`config.mk`:
```
export PLATFORM = sky130hd
export DESIGN_NAME = smp_alu
export DESIGN_NICKNAME = d
export VERILOG_FILES = /design/src/design/smp_pkg.sv /design/src/design/smp_alu.sv
export SDC_FILE = /design/constraint.sdc
export NUM_CORES = 2
export LEC_CHECK = 0
export BUFFER_PORTS_ARGS = -buffer_cell sky130_fd_sc_hd__buf_4
export CAP_MARGIN = 10
export CORE_MARGIN = 2
export CORE_UTILIZATION = 50
export CTS_BUF_LIST = sky130_fd_sc_hd__clkbuf_8
export CTS_CLUSTER_DIAMETER = 120
export DETAILED_ROUTE_END_ITERATION = 10
export HOLD_SLACK_MARGIN = 0.05
export PLACE_DENSITY = 0.66
export SYNTH_ARGS = -nofsm -noshare
export SYNTH_HDL_FRONTEND = slang
export SYNTH_SLANG_ARGS = --single-unit
```
`constraint.sdc`:
```
create_clock -name clk -period 21.4 [get_ports clk]
set_clock_uncertainty 0.2 [all_clocks]
set_input_delay 2.14 -clock clk [delete_from_list [all_inputs] [get_ports clk]]
set_output_delay 2.14 -clock clk [all_outputs]
set_load 0.01 [all_outputs]
```
`src/design/smp_pkg.sv`:
```
// Shared types, codes and constants for the S-curve move planner.
package smp_pkg;

  localparam int BISECT_STEPS = 60;
  localparam int BIS_CNT_W    = $clog2(BISECT_STEPS);
  localparam int DIV_STEPS    = 48;
  localparam int SQRT_STEPS   = 24;
  localparam int ALU_CNT_W    = 6;

  localparam logic [31:0] QMAX = 32'hFFFF_FFFF;

  typedef enum logic [1:0] {
    ST_OK         = 2'd0,
    ST_STRETCH    = 2'd1,
    ST_BAD_LIMITS = 2'd2,
    ST_BOUNDARY   = 2'd3
  } plan_status_t;

  typedef enum logic [1:0] {
    REG_VLIM = 2'd0,
    REG_ALIM = 2'd1,
    REG_DLIM = 2'd2,
    REG_JLIM = 2'd3
  } reg_index_t;

  typedef enum logic [2:0] {
    OP_ADD, OP_SUB, OP_MUL, OP_MUL17, OP_DIV, OP_SQRT
  } alu_op_t;

  typedef enum logic [1:0] {
    A_IDLE, A_MUL, A_DIV, A_SQRT
  } alu_state_t;

  typedef enum logic [4:0] {
    S_IDLE, S_CHK, S_SINGLE, S_P_AA, S_P_VTRI, S_P_TJA,
    S_E_JV, S_E_SQ, S_E_TJ, S_E_T1, S_E_T2, S_E_DACC, S_E_D2,
    S_E_DC, S_E_TC, S_E_M1, S_E_M2, S_RET, S_EMIT
  } seq_state_t;

  typedef enum logic [2:0] {
    PH_CEIL0, PH_BIS1, PH_TMIN, PH_BIS2, PH_FINAL
  } phase_t;

  typedef struct packed {
    alu_op_t     op;
    logic [31:0] a;
    logic [31:0] b;
  } alu_cmd_t;

  typedef struct packed {
    logic signed [31:0] start_position;
    logic signed [31:0] target_position;
    logic signed [31:0] wanted_time;
    logic signed [31:0] end_velocity;
    logic signed [31:0] end_acceleration;
  } plan_in_t;

  typedef struct packed {
    logic [2:0]         segment_index;
    logic [30:0]        duration;
    logic signed [31:0] start_accel;
    logic signed [31:0] segment_jerk;
    logic [1:0]         plan_status;
    logic [30:0]        planned_time;
    logic [2:0]         segment_total;
    logic               last;
  } plan_out_t;

  function automatic logic [30:0] sat31(input logic [31:0] x);
    sat31 = x[31] ? 31'h7FFF_FFFF : x[30:0];
  endfunction

endpackage

```
`src/design/smp_alu.sv`:
```
// Shared saturating Q16.16 unit: add, subtract, multiply, iterative divide and square root.
module smp_alu (
  input  logic              clk,
  input  logic              rst,
  input  logic              start,
  input  smp_pkg::alu_cmd_t cmd,
  output logic              done,
  output logic [31:0]       result
);
  import smp_pkg::*;

  alu_state_t           astate, astate_next;
  alu_op_t              mode;
  logic [63:0]          prod;
  logic [47:0]          nreg;
  logic [31:0]          rem;
  logic [31:0]          divisor;
  logic [47:0]          quo;
  logic [26:0]          srem;
  logic [23:0]          root;
  logic [ALU_CNT_W-1:0] cnt;

  logic [32:0] sum;
  logic [32:0] rem_sh;
  logic        dge;
  logic [31:0] rem_new;
  logic [47:0] quo_new;
  logic [26:0] srem_sh;
  logic [26:0] trial;
  logic        sge;
  logic [23:0] root_new;

  assign sum      = {1'b0, cmd.a} + {1'b0, cmd.b};
  assign rem_sh   = {rem, nreg[47]};
  assign dge      = rem_sh >= {1'b0, divisor};
  assign rem_new  = dge ? 32'(rem_sh - {1'b0, divisor}) : rem_sh[31:0];
  assign quo_new  = {quo[46:0], dge};
  assign srem_sh  = {srem[24:0], nreg[47:46]};
  assign trial    = {1'b0, root, 2'b01};
  assign sge      = srem_sh >= trial;
  assign root_new = {root[22:0], sge};

  always_comb begin
    astate_next = astate;
    case (astate)
      A_IDLE: begin
        if (start) begin
          case (cmd.op)
            OP_MUL, OP_MUL17: astate_next = A_MUL;
            OP_DIV:           astate_next = (cmd.b == '0) ? A_IDLE : A_DIV;
            OP_SQRT:          astate_next = A_SQRT;
            default:          astate_next = A_IDLE;
          endcase
        end
      end
      A_MUL:   astate_next = A_IDLE;
      A_DIV:   if (cnt == ALU_CNT_W'(DIV_STEPS - 1)) astate_next = A_IDLE;
      A_SQRT:  if (cnt == ALU_CNT_W'(SQRT_STEPS - 1)) astate_next = A_IDLE;
      default: astate_next = A_IDLE;
    endcase
  end

  always_ff @(posedge clk) begin
    if (rst) begin
      astate <= A_IDLE;
      done   <= 1'b0;
    end else begin
      astate <= astate_next;
      done   <= 1'b0;
      case (astate)
        A_IDLE: begin
          if (start) begin
            mode <= cmd.op;
            cnt  <= '0;
            case (cmd.op)
              OP_ADD: begin
                result <= sum[32] ? QMAX : sum[31:0];
                done   <= 1'b1;
              end
              OP_SUB: begin
                result <= (cmd.a > cmd.b) ? cmd.a - cmd.b : '0;
                done   <= 1'b1;
              end
              OP_MUL, OP_MUL17: prod <= 64'(cmd.a) * 64'(cmd.b);
              OP_DIV: begin
                if (cmd.b == '0) begin
                  result <= QMAX;
                  done   <= 1'b1;
                end
                nreg    <= {cmd.a, 16'h0000};
                rem     <= '0;
                quo     <= '0;
                divisor <= cmd.b;
              end
              OP_SQRT: begin
                nreg <= {cmd.a, 16'h0000};
                srem <= '0;
                root <= '0;
              end
              default: ;
            endcase
          end
        end
        A_MUL: begin
          if (mode == OP_MUL17) result <= (prod[63:49] != '0) ? QMAX : prod[48:17];
          else                  result <= (prod[63:48] != '0) ? QMAX : prod[47:16];
          done <= 1'b1;
        end
        A_DIV: begin
          rem  <= rem_new;
          quo  <= quo_new;
          nreg <= {nreg[46:0], 1'b0};
          cnt  <= cnt + 1'b1;
          if (cnt == ALU_CNT_W'(DIV_STEPS - 1)) begin
            result <= (quo_new[47:32] != '0) ? QMAX : quo_new[31:0];
            done   <= 1'b1;
          end
        end
        A_SQRT: begin
          srem <= sge ? srem_sh - trial : srem_sh;
          root <= root_new;
          nreg <= {nreg[45:0], 2'b00};
          cnt  <= cnt + 1'b1;
          if (cnt == ALU_CNT_W'(SQRT_STEPS - 1)) begin
            result <= {8'h00, root_new};
            done   <= 1'b1;
          end
        end
        default: ;
      endcase
    end
  end

  property p_mul_done;
    @(posedge clk) disable iff (rst) (astate == A_MUL) |=> done;
  endproperty
  a_mul_done: assert property (p_mul_done) else $error("multiply did not finish");

  property p_busy_no_done;
    @(posedge clk) disable iff (rst) (astate == A_DIV && cnt == '0) |=> !done;
  endproperty
  a_busy_no_done: assert property (p_busy_no_done) else $error("early divide done");

  property p_sqrt_bound;
    @(posedge clk) disable iff (rst) done && mode == OP_SQRT |-> result[31:24] == '0;
  endproperty
  a_sqrt_bound: assert property (p_sqrt_bound) else $error("root too wide");

endmodule

```
==> results.md <==
Worst setup path:
- The top cell family by delay on the critical path is adder cells.
- The endpoint required time on the critical path is 21580 ps.
- The worst setup path is captured at a register.
- Together, buffers and inverters on the worst path number 5.
- In this run the worst path has a maximum fanout of 17.
- Data arrives at the worst endpoint at 10360 ps.
- Among all stages on the critical path, the largest delay is contributed by sky130_fd_sc_hd__fa_1.
- The critical path startpoint category is an input port.
- Counting buffers and inverters, the worst setup path is 26 cells deep.
- The worst reg-to-reg path cell count is 13.
- The first element of the critical path is cmd[33].
- The delay of the slowest cell on the worst path is 540 ps.
- The cell repeated most along the worst path is sky130_fd_sc_hd__fa_1.
- The worst setup path is of the in2reg kind.
- The worst register-to-register path begins at srem[2].

Die:
- The starting density of the core is between 50% and 60%.
- The initialized floorplan defines 116 standard-cell rows.
- The number of primary I/O pins is 103.
- The vertical extent of the die is 322 µm.
- The die covers 104000 µm².
- Measured along the x axis, the die boundary spans 322 µm.
- The core region is 100000 µm².

Clock tree:
- The clock input transition at the sequential cells of the worst setup and hold paths is ~70 ps.
- In this run the post-CTS setup repair buffer count came out at 0.
- The tree is rooted in a sky130_fd_sc_hd__clkbuf_8.
- TritonCTS built the clock tree.
- Clock latency on the worst-skew pair, taken at its later pin, is ~670 ps.
- The H-tree level count is 2.
- Post-CTS repair changed the size of 0 cells.
- Counting along the longest clock path gives a buffer depth of 3.
- The clock sink count is 284.
- The hold buffer count at cts is 0.
- Buffers inserted during clock tree synthesis total 50.

Routing:
- The detailed-route DRC error count is 0.
- The average vias per placed instance is 5.67.
- The via count of the routed design is 37800.
- Summed over all layers, the routed wires come to ~150 mm.
- The total iterations of the first detailed-routing run is 6.
- The routed length per placed instance is 22.1 µm.
- The remaining number of nets flagged by the antenna check after routing is 0.
- The first routing iteration left approximately 3300 violations.

Logic synthesis:
- Counting every net in the synthesized netlist gives 6743.
- The cell accounting for the most synthesized area is sky130_fd_sc_hd__fa_1.
- Synthesis produced a netlist whose cell count is 5389.
- The post-synth design cell area is a little over 50000 µm².
- For this run, the register share of the synthesized area comes to 16.8%.
- The synthesized area per cell is 9.39 µm².
- Counting distinct cell types in the post-synthesis netlist gives 78.
- The synthesized design devotes to its leading area cell type 35.5% of total area.
- The prevailing post-synth register cell is sky130_fd_sc_hd__edfxtp_1.
- Counting flops and latches in the post-synthesis netlist gives 284.
- The proportion of register bits with asynchronous set or reset after synthesis is 0%.
- Sorting the synthesized cells by area gives the leading types as sky130_fd_sc_hd__fa_1, sky130_fd_sc_hd__edfxtp_1, sky130_fd_sc_hd__ha_1.
- The synthesis warning total is 0.
- The number of synthesized flops with an enable pin is 281.

GRT:
- The initial antenna violation count is 7.
- For met3 alone, demand over resource in global routing was under 10%.
- The met2 demand-to-capacity share in global routing is 48.8%.
- The first global-routing pass estimated 232 mm of wire.
- The met1 track demand over resource is about two fifths.
- Entering global routing, the biggest net connects 72 pins.
- The global-route congestion overflow total is 0.
- The overall global routing resource usage is 29.3%.
- The number of global-route vias before repair is roughly 40000.
- After global routing, the most crowded layer is met2.

Cells and area:
- The final layout contains between 6000 and 7000 nets.
- Counting the fill cells in the layout gives 9325.
- Of the cells placed in the final design, the portion with a size suffix greater than 1 is between 4 and 5%.
- In the final layout, the multi-input gates occupy 37200 µm².
- The area added between synthesis and finish is 5.04%.
- Registers take 8500 µm².
- After routing the design area is 53200 µm².

Timing:
- The worst pin sits at a relative slew slack of 20.0%.
- For the pin with the worst max-slew slack, the measured transition is between 1000 and 1500 ps.
- The final total negative setup slack is 0 ps.
- The number of hold violations in the final report is 0.
- The maximum achievable frequency is 98.3 MHz.
- The clock period could shrink to 10180 ps.
- The final number of max-transition violations is 0.
- Setup repair after global routing left no endpoint under its margin.
- The final clock period utilization by the worst path is 47.5%.
- The number of endpoints failing setup at the final stage is 0.

Worst hold path:
- The cell count of the worst hold path is 1.
- The type of the most critical hold path is reg2reg.
- The worst hold path begins at quo[19].

Place:
- Summing all placed instances gives a cell area of between 50000 and 60000 µm².
- Port buffering added 102 buffers.
- The final HPWL from detailed placement is between 100 and 150 mm.
- Routability-driven placement finished with a final weighted congestion of 0.971.

Outcome:
- The run finished with clean final reports.

Job:
- The count of maximum capacitance violations is 0.
==> cell families (layout without fill, tap and decap cells) <==
kind of cell,after synthesis,after routing,synth area share (%)
buffers and inverters,1316,1235,9.82
and+or+nand+nor,1662,1662,16.2
DFF,284,284,16.8
xor gates and xnor gates,153,153,2.65
adders and majority gates,1284,1284,45.1
other,0,3,0
muxes,75,75,1.49
AOI/OAI and AO/OA,615,615,7.98
==> cell usage in the layout, fill, tap and decap left out, types with 5 or more instances in the layout <==
master	synthesis	layout
sky130_fd_sc_hd__and3_1	9	9
sky130_fd_sc_hd__inv_1	1019	1028
sky130_fd_sc_hd__clkinv_1	2	13
sky130_fd_sc_hd__nor2b_1	27	26
sky130_fd_sc_hd__a21boi_0	5	5
sky130_fd_sc_hd__clkinvlp_4	0	6
sky130_fd_sc_hd__a21oi_1	188	187
sky130_fd_sc_hd__clkbuf_8	0	52
sky130_fd_sc_hd__o21a_1	13	13
sky130_fd_sc_hd__o221ai_1	35	35
sky130_fd_sc_hd__or2_2	12	12
sky130_fd_sc_hd__a211oi_1	21	21
sky130_fd_sc_hd__fa_1	898	898
sky130_fd_sc_hd__nand4_1	41	41
sky130_fd_sc_hd__nand3_1	37	37
sky130_fd_sc_hd__nand2b_1	14	14
sky130_fd_sc_hd__edfxtp_1	281	281
sky130_fd_sc_hd__mux2i_1	74	74
sky130_fd_sc_hd__xnor2_1	105	105
sky130_fd_sc_hd__clkinv_2	0	6
sky130_fd_sc_hd__ha_1	386	386
sky130_fd_sc_hd__or3_1	8	8
sky130_fd_sc_hd__a31oi_1	27	27
sky130_fd_sc_hd__buf_4	4	125
sky130_fd_sc_hd__o211ai_1	9	9
sky130_fd_sc_hd__a32oi_1	23	23
sky130_fd_sc_hd__a21o_1	85	85
sky130_fd_sc_hd__xor2_1	48	48
sky130_fd_sc_hd__nor2_1	270	269
sky130_fd_sc_hd__and2_1	571	570
sky130_fd_sc_hd__nor3_1	57	55
sky130_fd_sc_hd__o31ai_1	12	12
sky130_fd_sc_hd__nor4_1	23	23
sky130_fd_sc_hd__o21ai_0	110	109
sky130_fd_sc_hd__nand2_1	572	572
sky130_fd_sc_hd__o21ai_1	5	5
sky130_fd_sc_hd__o21bai_1	21	21
==> cells in the mapped netlist (27+ instances only) <==
master and count:
sky130_fd_sc_hd__fa_1 898, sky130_fd_sc_hd__nor2b_1 27, sky130_fd_sc_hd__a21oi_1 188, sky130_fd_sc_hd__nand2_1 572, sky130_fd_sc_hd__edfxtp_1 281, sky130_fd_sc_hd__o221ai_1 35, sky130_fd_sc_hd__xnor2_1 105, sky130_fd_sc_hd__clkbuf_1 270
sky130_fd_sc_hd__o21ai_0 110, sky130_fd_sc_hd__mux2i_1 74, sky130_fd_sc_hd__ha_1 386, sky130_fd_sc_hd__inv_1 1019, sky130_fd_sc_hd__a31oi_1 27, sky130_fd_sc_hd__nor3_1 57, sky130_fd_sc_hd__nor2_1 270, sky130_fd_sc_hd__and2_1 571
sky130_fd_sc_hd__a21o_1 85, sky130_fd_sc_hd__nand3_1 37, sky130_fd_sc_hd__nand4_1 41, sky130_fd_sc_hd__xor2_1 48
==> worst paths after layout <==
check | to | slack (ps)
worst min-delay path | quo[20] | 310
worst max register to register | result[0] | 17150
worst max-delay path | prod[62] | 11220
worst min register to register | quo[20] | 310
==> state kept, by name, indices dropped and copies added, names as in the netlist <==
name / flops
done: 1
mode: 3
prod: 48
srem: 25
nreg: 32
root: 24
astate: 2
result: 32
rem: 32
divisor: 32
quo: 47
cnt: 6
==> metal layers <==
layer	wire length (µm)	up-vias	share of wire (%)
li1	-	16639	-
met1	60200	19343	41
met2	70100	1521	48
met3	11100	295	7.5
met4	5640	2	3.8
met5	19	-	0.013
==> worst reg2reg max path, cell delays in order (launching register included) <==
cell and delay (ps):
sky130_fd_sc_hd__edfxtp_1 400, sky130_fd_sc_hd__ha_1 370, sky130_fd_sc_hd__a21o_1 180, sky130_fd_sc_hd__a21o_1 190
sky130_fd_sc_hd__a221oi_2 460, sky130_fd_sc_hd__o211a_1 230, sky130_fd_sc_hd__o21ai_1 100, sky130_fd_sc_hd__a31oi_1 320
sky130_fd_sc_hd__o221ai_1 210, sky130_fd_sc_hd__a31oi_1 220, sky130_fd_sc_hd__o21a_1 150, sky130_fd_sc_hd__buf_4 390
sky130_fd_sc_hd__nand2b_1 360, sky130_fd_sc_hd__a32oi_1 210
==> cell type report <==
| class | instances | area share, % |
|---|---|---|
| clock buffer | 52 | 1.35 |
| sequential | 284 | 16.0 |
| tap | 1357 | 3.19 |
| antenna | 3 | 0.0141 |
| clock inverter | 37 | 0.504 |
| multi-input combinational | 3789 | 70.0 |
| timing repair buffer | 125 | 1.76 |
| inverter | 1021 | 7.21 |
==> stage by stage <==
step | worst slack, ps | util [%] | hold slack (ps) | instances
after floorplan | 12080 | - | 296 | 5389
after global routing | 10880 | 53.0 | 331 | 6665
after CTS | 11330 | 53.0 | 296 | 6665
after global placement | 10710 | 52.0 | 327 | 6576
final | 11220 | 53.0 | 308 | 6668
after detailed placement | 10690 | 52.0 | 331 | 6576
Power is left out: the tool's default activity adds up to more than one toggle a clock period on the data nets, which glitch-free logic cannot reach.
